`config.mk`:
```
export PLATFORM = sky130hd
export DESIGN_NAME = fvnh_smooth
export DESIGN_NICKNAME = d
export VERILOG_FILES = /design/src/hdl/fvnh_pkg.sv /design/src/hdl/fvnh_smooth.sv
export SDC_FILE = /design/constraint.sdc
export NUM_CORES = 1
export LEC_CHECK = 0
export ABC_AREA = 1
export CORE_ASPECT_RATIO = 0.5
export CORE_UTILIZATION = 45
export CTS_CLUSTER_SIZE = 8
export DETAILED_ROUTE_END_ITERATION = 7
export DONT_BUFFER_PORTS = 1
export PLACE_DENSITY = 0.63
export SLEW_MARGIN = 20
export SYNTH_ARGS = -nofsm -noshare
export SYNTH_HDL_FRONTEND = slang
export SYNTH_SLANG_ARGS = --single-unit
```
`constraint.sdc`:
```
create_clock -name clk -period 14.4 [get_ports clk]
set_input_delay 2.88 -clock clk [delete_from_list [all_inputs] [get_ports clk]]
set_output_delay 2.88 -clock clk [all_outputs]
set_load 0.005 [all_outputs]
```
`src/hdl/fvnh_pkg.sv`:
```
// Shared constants and types for the fractal value-noise height generator.
package fvnh_pkg;

    localparam int TABLE_SIZE = 256;
    localparam int IDX_W      = $clog2(TABLE_SIZE);
    localparam int OCTAVES    = 3;
    localparam int FRAC_BITS  = 16;
    localparam int COORD_W    = 32;
    localparam int VAL_W      = FRAC_BITS + 1;
    localparam int SMOOTH_W   = FRAC_BITS + 1;
    localparam int DIFF_W     = VAL_W + 1;
    localparam int HEIGHT_W   = 19;
    localparam int SUM_W      = VAL_W + OCTAVES;

    localparam logic [VAL_W-1:0]    ONE_FX     = VAL_W'(1) << FRAC_BITS;
    localparam logic [HEIGHT_W-1:0] HEIGHT_MAX = '1;

    typedef enum logic {
        OP_LOAD = 1'b0,
        OP_EVAL = 1'b1
    } op_t;

    typedef logic [IDX_W-1:0]     idx_t;
    typedef logic [FRAC_BITS-1:0] frac_t;
    typedef logic [VAL_W-1:0]     val_t;
    typedef logic [SMOOTH_W-1:0]  smooth_t;

endpackage

```
`src/hdl/fvnh_smooth.sv`:
```
// Two-stage smoothstep unit: t*t in Q0.F, then t2 * (3 - 2t) in Q1.F.
module fvnh_smooth (
    input  logic             clk,
    input  logic             en,
    input  fvnh_pkg::frac_t  t,
    output fvnh_pkg::smooth_t s
);

    localparam int F = fvnh_pkg::FRAC_BITS;

    fvnh_pkg::frac_t   t_reg;
    fvnh_pkg::frac_t   t2_reg;
    fvnh_pkg::smooth_t s_reg;

    logic [2*F-1:0] sq;
    logic [F+1:0]   u;
    logic [2*F+1:0] prod;

    // Square of the fraction, truncated back to Q0.F.
    assign sq = {{F{1'b0}}, t} * {{F{1'b0}}, t};

    // Weight 3 - 2t and the final product.
    assign u    = ((F+2)'(3) << F) - {1'b0, t_reg, 1'b0};
    assign prod = {{(F+2){1'b0}}, t2_reg} * {{F{1'b0}}, u};

    always_ff @(posedge clk)
    begin
        if (en)
        begin
            t_reg  <= t;
            t2_reg <= sq[2*F-1:F];
            s_reg  <= prod[F +: fvnh_pkg::SMOOTH_W];
        end
    end

    assign s = s_reg;

endmodule

```
==> results.md <==
- Status: completed
- Synth Register Bits: 49
- Critical Path AT: just under 8 ns
- Die height: 146 µm
- Post-synth EDFFs: 49
- Slew margin rel.: between 30% and 40%
- Min-delay src: t2_reg[15]
- Critical Path Sink Type: flop
- Post-synth top cells: 716 x inv_1, 558 x nand2_1, 371 x fa_1
- Crit-path max FO: 17
- Fin. max-slew vios: 0
- Clock buffer depth: 2
- CP required: between 10 and 15 ns
- Synth cell types: 40
- Largest cells by area after synthesis: fa_1 40%, inv_1 14%, ha_1 13%, nand2_1 11%, edfxtp_1 7.8%
- Main synth FF type: edfxtp_1
- Seq/Total Area, Yosys: 7.84%
- DP Worst Slack: approximately 6.5 ns
- Most frequent cell after synthesis: inv_1
- Router iterations before antenna repair: 6
- Global route overflow: 0
- H-tree lvl count: 2
- Top-area cell type share of the netlist area: 39.6%
- Net Count, Synth: 3016
- Max FFs per register: 17
- CP startpoint: t[3]
- Die Width: 291 µm
- Post-synth ARST share: 0%
- Post-cts hold buffer count: 0
- Post-DR vias/cell: between 4 and 5
- Worst-Margin Slew: ~0.94 ns
- HPWL after detailed placement: about 39000 µm
- Residual DRC count: 0
- Fin nets: slightly below 3k
- Clock skew: around 0.016 ns
- R2R Path Start: t_reg[0]
- Syn Area/Cell: ~7.7 µm²
- Iteration-0 DRC count of the detailed router: between 900 and 1k
- Root buffer cell: clkbuf_16
- Post_cts resized: 0
- Via count: approximately 15k
- Vias in the first global route: ~15k
- Worst-Skew Late Latency: 0.32 ns
- Number of routed nets with antenna violations: 0
- Critical path class: in -> reg
- Rows: 52
- Die ar.: between 40000 and 50000 µm²
- Routability cong.: 0.923
- Post-Syn Area: 18800 µm²
- Mapped Cells: 2431
- Fin. Hold Viols: 0
- Fraction of layout cells with a size suffix above 1: about 1.5%
- Max-Cap Viols: 0
- Final Setup Violations: 0
- CP Launch Type: input pin
- WL/cell: roughly 16 µm
- Total track usage: 22.7%
- Post-layout minimum cycle time: 7.64 ns
- TNS Setup: 0 ns
- CTS sink cnt: a little under 50
- Port bufs: 0
- Final wirelength: 46500 µm
- Largest area contributor in the netlist: fa_1
- Largest net degree at the start of global routing: 50
- Antenna violations before repair: 0
- Tightest Hold Check Type: reg -> reg
- Fin crit share: between 50% and 60%
- Hold Path Depth: 4
- Setup repair after global routing missed its margin: no
- Yosys warning count: 0
- CTS tree: built
- Diode count: 0
- Boundary pin count: 35
- R2R cell count: 26
- First-pass GRT wire length: between 70000 and 80000 µm
- Achievable frequency: 131 MHz
- Worst hold slack: roughly 1.1 ns
- Clock Pin Slew Worst Setup and Hold Paths: 0.07 ns
- Area grow syn2layout: 3.29%
- Worst setup margin: 6.76 ns
- Initial cell density of the core: between 40 and 50%
- CTS buffer count: 5
- Core Area: ~41000 µm²
- Setup Fix Bufs, Post-CTS: 0
## stage by stage
step	cell area (µm²)	utilization (%)	std cells
floorplan	18800	-	2431
global placement	19200	47.2	2917
detailed placement	19200	47.2	2917
CTS	19400	47.5	2925
global route	19400	47.5	2925
finish	19400	47.5	2925
## cell type report
class | instances | area (µm²)
clock buffer | 5 | 125
clock inverter | 3 | 26.3
fill | 4023 | 21400
inverter | 723 | 2710
multi-input combinational | 1602 | 14400
sequential | 49 | 1470
tap | 540 | 676
timing repair buffer | 3 | 22.5
## critical path, stage by stage
cell	delay (ns)
nand2_1	0.10
fa_1	0.56
inv_1	0.06
fa_1	0.53
inv_1	0.05
fa_1	0.50
inv_1	0.06
fa_1	0.52
inv_1	0.05
fa_1	0.46
fa_1	0.50
inv_1	0.05
ha_1	0.30
a21oi_1	0.26
o21ai_0	0.23
a21oi_1	0.17
nand2_1	0.13
nand2_1	0.10
nand2_1	0.06
nand2_1	0.06
nand2_1	0.05
## layout by cell type (no fill, tap or decap), drive strengths merged
| master | count |
|---|---|
| inv | 720 |
| nand2 | 566 |
| fa | 371 |
| nor2 | 201 |
| ha | 196 |
| a21oi | 74 |
| nand3 | 62 |
| o21ai | 51 |
| edfxtp | 49 |
| nand4 | 15 |
| nor3 | 15 |
| xor2 | 14 |
| xnor2 | 8 |
| o21bai | 7 |
| or2 | 5 |
| nor4 | 5 |
| clkbuf | 5 |
| clkinv | 4 |
| buf | 3 |
| nand3b | 3 |
| a21o | 2 |
| a31oi | 2 |
| clkinvlp | 2 |
| mux2 | 1 |
| o211ai | 1 |
| and3 | 1 |
| a21boi | 1 |
| nand2b | 1 |
## cell families (layout without fill, tap and decap cells)
kind of cell               Yosys count  count (layout)  share of synthesized area, %
and+or+nand+nor                    874             874                          18.9
buffers and inverters              780             734                          15.7
muxes                                1               1                        0.0600
AOI/OAI and AO/OA                  138             138                          3.90
xor gates and xnor gates            22              22                          1.03
adders and majority gates          567             567                          52.6
DFF                                 49              49                          7.84
## per-layer routing
layer  wire length [µm]  GRT usage, %  vias to the layer above
li1                   -             -                     6976
met1              20800          31.0                     7106
met2              22000          38.7                      402
met3               2660          2.66                       63
met4                986          5.66                        0
met5                  0             0                        -
## final timing paths
| path | endpoint | slack [ns] |
|---|---|---|
| worst min register to register | s[16] | 1.13 |
| worst max register to register | s[16] | 6.96 |
| worst min-delay path | s[16] | 1.13 |
| worst max-delay path | t2_reg[15] | 6.76 |
Power is not shown: default switching activity piles up to over one toggle a cycle in this logic, so the estimate is an artifact.
