==> src/hdl/fvnh_ram.sv <==
// Generic one-write, two-read table memory with registered read data.
module fvnh_ram #(
    parameter int DATA_W = 8,
    parameter int ADDR_W = 8
) (
    input  logic              clk,
    input  logic              en,
    input  logic              we,
    input  logic [ADDR_W-1:0] waddr,
    input  logic [DATA_W-1:0] wdata,
    input  logic [ADDR_W-1:0] raddr_a,
    input  logic [ADDR_W-1:0] raddr_b,
    output logic [DATA_W-1:0] rdata_a,
    output logic [DATA_W-1:0] rdata_b
);

    logic [DATA_W-1:0] mem [2**ADDR_W];

    // Write port.
    always_ff @(posedge clk)
    begin
        if (we)
        begin
            mem[waddr] <= wdata;
        end
    end

    // Read ports advance with the pipeline.
    always_ff @(posedge clk)
    begin
        if (en)
        begin
            rdata_a <= mem[raddr_a];
            rdata_b <= mem[raddr_b];
        end
    end

endmodule

==> config.mk <==
export PLATFORM = sky130hd
export DESIGN_NAME = fvnh_ram
export DESIGN_NICKNAME = d
export VERILOG_FILES = /design/src/hdl/fvnh_ram.sv
export SDC_FILE = /design/constraint.sdc
export NUM_CORES = 2
export LEC_CHECK = 0
export BUFFER_PORTS_ARGS = -buffer_cell sky130_fd_sc_hd__buf_2
export CAP_MARGIN = 20
export CORE_MARGIN = 2
export CORE_UTILIZATION = 60
export CTS_CLUSTER_DIAMETER = 30
export DETAILED_ROUTE_END_ITERATION = 12
export PLACE_DENSITY = 0.76
export SLEW_MARGIN = 5
export SYNTH_ARGS = -nofsm -noshare
export SYNTH_HDL_FRONTEND = slang
export SYNTH_SLANG_ARGS = --single-unit
==> constraint.sdc <==
create_clock -name clk -period 5.7 [get_ports clk]
set_input_delay 0.285 -clock clk [delete_from_list [all_inputs] [get_ports clk]]
set_output_delay 0.285 -clock clk [all_outputs]
set_load 0.05 [all_outputs]
==> flow_metrics.env <==
export IMPL_synthArstFlopShare_pct=0
export IMPL_cp_slowest_cell="a221oi_1"
export IMPL_synthCells=4847
export IMPL_outcome="finished, final reports clean"
export IMPL_drc=0
export IMPL_ctsResizeCount=0
export IMPL_overflow=0
export IMPL_place_congestion=0.9816
export IMPL_path_class="primary input to register"
export IMPL_initial_core_util_pct=60.42
export IMPL_finalPower_uw=44230
export IMPL_synth_edf_count=2064
export IMPL_cp_arrival_ns=4.20
export IMPL_startpoint_type="primary input"
export IMPL_syn_area_um2=97130
export IMPL_cellLeakagePower_uw=0.03667
export IMPL_die_y_um=406.4
export IMPL_grt_max_degree=213
export IMPL_max_freq_mhz=282.1
export IMPL_antenna_left=0
export IMPL_area_growth_syn_to_layout_pct=17.14
export IMPL_worst_slew_pin_slew_ns=1.486
export IMPL_final_hold_viol_count=0
export IMPL_rsz0062_at_grt="false"
export IMPL_hpwl_mm=187.0
export IMPL_rows=147
export IMPL_ir_drop_uv=300.4
export IMPL_drtPass1Iterations=6
export IMPL_final_max_slew_violation_count=0
export IMPL_post_route_period_util_pct=62.20
export IMPL_antenna_found_initial=20
export IMPL_cts_setup_buffers=0
export IMPL_maxCapViolations=0
export IMPL_cts_tree="yes"
export IMPL_synth_nets=4882
export IMPL_first_iter_violations=11300
export IMPL_yosys_most_used_dff="edfxtp_1"
export IMPL_cp_top_family="multiplexers"
export IMPL_worstSkewPairLatency_ns=0.99
export IMPL_drive_gt1_share_pct=37.17
export IMPL_hold_path_class="primary input to register"
export IMPL_syn_mean_instance_area_um2=20.04
export IMPL_slew_headroom_pct=0.9555
export IMPL_critPathMaxStageDelay_ns=1.23
export IMPL_ys_warnings_count=0
export IMPL_wl_per_cell_um=41.15
export IMPL_cp_cell_sequence="buf_8 > buf_12 > mux4_2 > mux4_2 > mux2_2 > a221oi_1 > nor4_1"
export IMPL_layout_nets=5164
export IMPL_path_buf_inv=2
export IMPL_grt_pass1_wl_mm=441.8
export IMPL_die_x_um=406.4
export IMPL_h_tree_depth=5
export IMPL_viasPerCell=7.767
export IMPL_power_density_nw_per_um2=388.7
export IMPL_endpoint_kind="register"
export IMPL_portBuffers=50
export IMPL_die_area_um2=165100
export IMPL_clock_root_buffer="clkbuf_16"
export IMPL_cts_buffers=409
export IMPL_finalSetupViolCount=0
export IMPL_postCtsHoldBufs=5
export IMPL_crit_fanout=50
export IMPL_tns_ns=0
export IMPL_period_minus_slack_ns=3.545
export IMPL_clock_sinks=2064
export IMPL_path_clk_slew_ns=0.05
export IMPL_synth_seq_cells=2064
export IMPL_finClkSkew_ns=0.07513
export IMPL_ios=51
export IMPL_via_count=59300
export IMPL_clockBufferDepth=4
export IMPL_crit_path_frequent_cell="mux4_2"
export IMPL_synth_cell_types=64
export IMPL_drt_wl_total_mm=314.2
export IMPL_track_usage_pct=38.54
export IMPL_required_ns=6.35
export IMPL_grt_pass1_vias=59760
export IMPL_synth_seq_area_share_pct=63.81
export IMPL_core_area_um2=160800
==> cells in the mapped netlist (13+ instances only) <==
master | number | area [um^2]
a211oi_1 | 28 | 210.2
a21oi_1 | 79 | 395.4
a221oi_1 | 32 | 280.3
a22o_1 | 22 | 192.7
a22oi_1 | 62 | 465.5
buf_1 | 25 | 93.84
buf_2 | 104 | 520.5
buf_4 | 42 | 315.3
buf_6 | 44 | 495.5
buf_8 | 35 | 525.5
clkbuf_1 | 137 | 514.2
edfxtp_1 | 2064 | 61980
mux2_2 | 38 | 427.9
mux2i_1 | 236 | 2362
mux4_2 | 1051 | 23670
nand2_1 | 114 | 427.9
nand3_1 | 52 | 260.3
nand4_1 | 13 | 81.33
nor2_1 | 298 | 1119
nor2b_1 | 27 | 168.9
nor3_1 | 21 | 105.1
o211ai_1 | 13 | 97.59
o21ai_0 | 34 | 170.2
o221ai_1 | 65 | 569.3
o22ai_1 | 48 | 300.3
==> metrics by stage <==
step                      instances  instance area [um^2]  hold WS (ns)  setup slack [ns]  utilization, %
after detailed placement       6852                 99470        0.7947             1.388           61.88
after global placement         6838                 99330        0.7821             1.315           61.79
after CTS                      7595                113500      0.005381             2.397           70.61
after floorplan                4847                 97130        0.3839             3.237               -
after global routing           7618                113700       0.07642             2.137           70.75
final                          7635                113800       0.03327             2.155           70.78
==> cells by family after synthesis <==
family | share of synthesized area (%)
flip-flops | 63.81
AND/OR/NAND/NOR | 2.691
AO/OA/AOI/OAI | 3.533
multiplexers | 27.24
buffers and inverters | 2.726
==> metal layers <==
layer	track usage, %	share of wire [%]	vias to the layer above
li1	-	-	21830
met1	49.75	32	30360
met2	57.14	46	5915
met3	14.72	16	1181
met4	20.75	6.2	18
met5	0	0.039	-
==> sequential cells by signal, indices dropped and copies added, names as in the netlist <==
signal,count
mem,2048
rdata_a,8
rdata_b,8
==> layout by cell type, fill, tap and decap left out, types with 9 or more instances in the layout <==
cell type	n
mux4_2	1051
o21ai_0	32
a221o_1	10
clkbuf_1	33
mux2_2	38
buf_6	22
a21oi_1	79
buf_12	32
bufinv_16	66
nand3_1	52
nor2_1	298
clkinv_2	57
clkbuf_16	413
a22oi_1	62
o221ai_1	65
buf_2	33
diode_2	19
a2bb2oi_1	9
edfxtp_1	2064
a211oi_1	28
nor2b_1	27
clkinv_4	33
mux2i_1	236
a221oi_1	32
nor3_1	21
a22o_1	22
clkinvlp_4	43
clkinv_1	49
o211ai_1	13
inv_6	34
nand2_1	114
nand4_1	13
o22ai_1	48
buf_4	158
and2_1	12
clkbuf_8	9
o31ai_1	11
nand2b_1	10
==> path summary, 6_finish.rpt <==
path | start | endpoint | slack, ns | depth (start not counted)
max | raddr_a[0] | rdata_a[7]$_DFFE_PP_ | 2.15 | 7
min | wdata[5] | mem[12][5]$_DFFE_PP_ | 0.03 | 1
max reg2reg | mem[159][7]$_DFFE_PP_ | rdata_a[7]$_DFFE_PP_ | 2.23 | 5
min reg2reg | mem[135][3]$_DFFE_PP_ | rdata_a[3]$_DFFE_PP_ | 1.25 | 5
==> report_power, final <==
part / switching [uW] / total [uW] / leakage [uW] / internal (uW)
Sequential: 60.0 / 16900 / 0.0186 / 16800
Combinational: 1820 / 2890 / 0.0114 / 1060
Clock: 8240 / 24500 / 0.00674 / 16200
Total: 10100 / 44200 / 0.0367 / 34100
==> layout make-up <==
cell class / count / area (um^2)
clock buffer: 446 / 10460
tap: 2160 / 2703
clock inverter: 292 / 3532
multi-input combinational: 2382 / 32510
inverter: 6 / 26.28
sequential: 2064 / 61980
antenna: 19 / 47.55
timing repair buffer: 266 / 2516
fill: 9202 / 46970
Note: power is estimated with default switching activity, not from simulation.
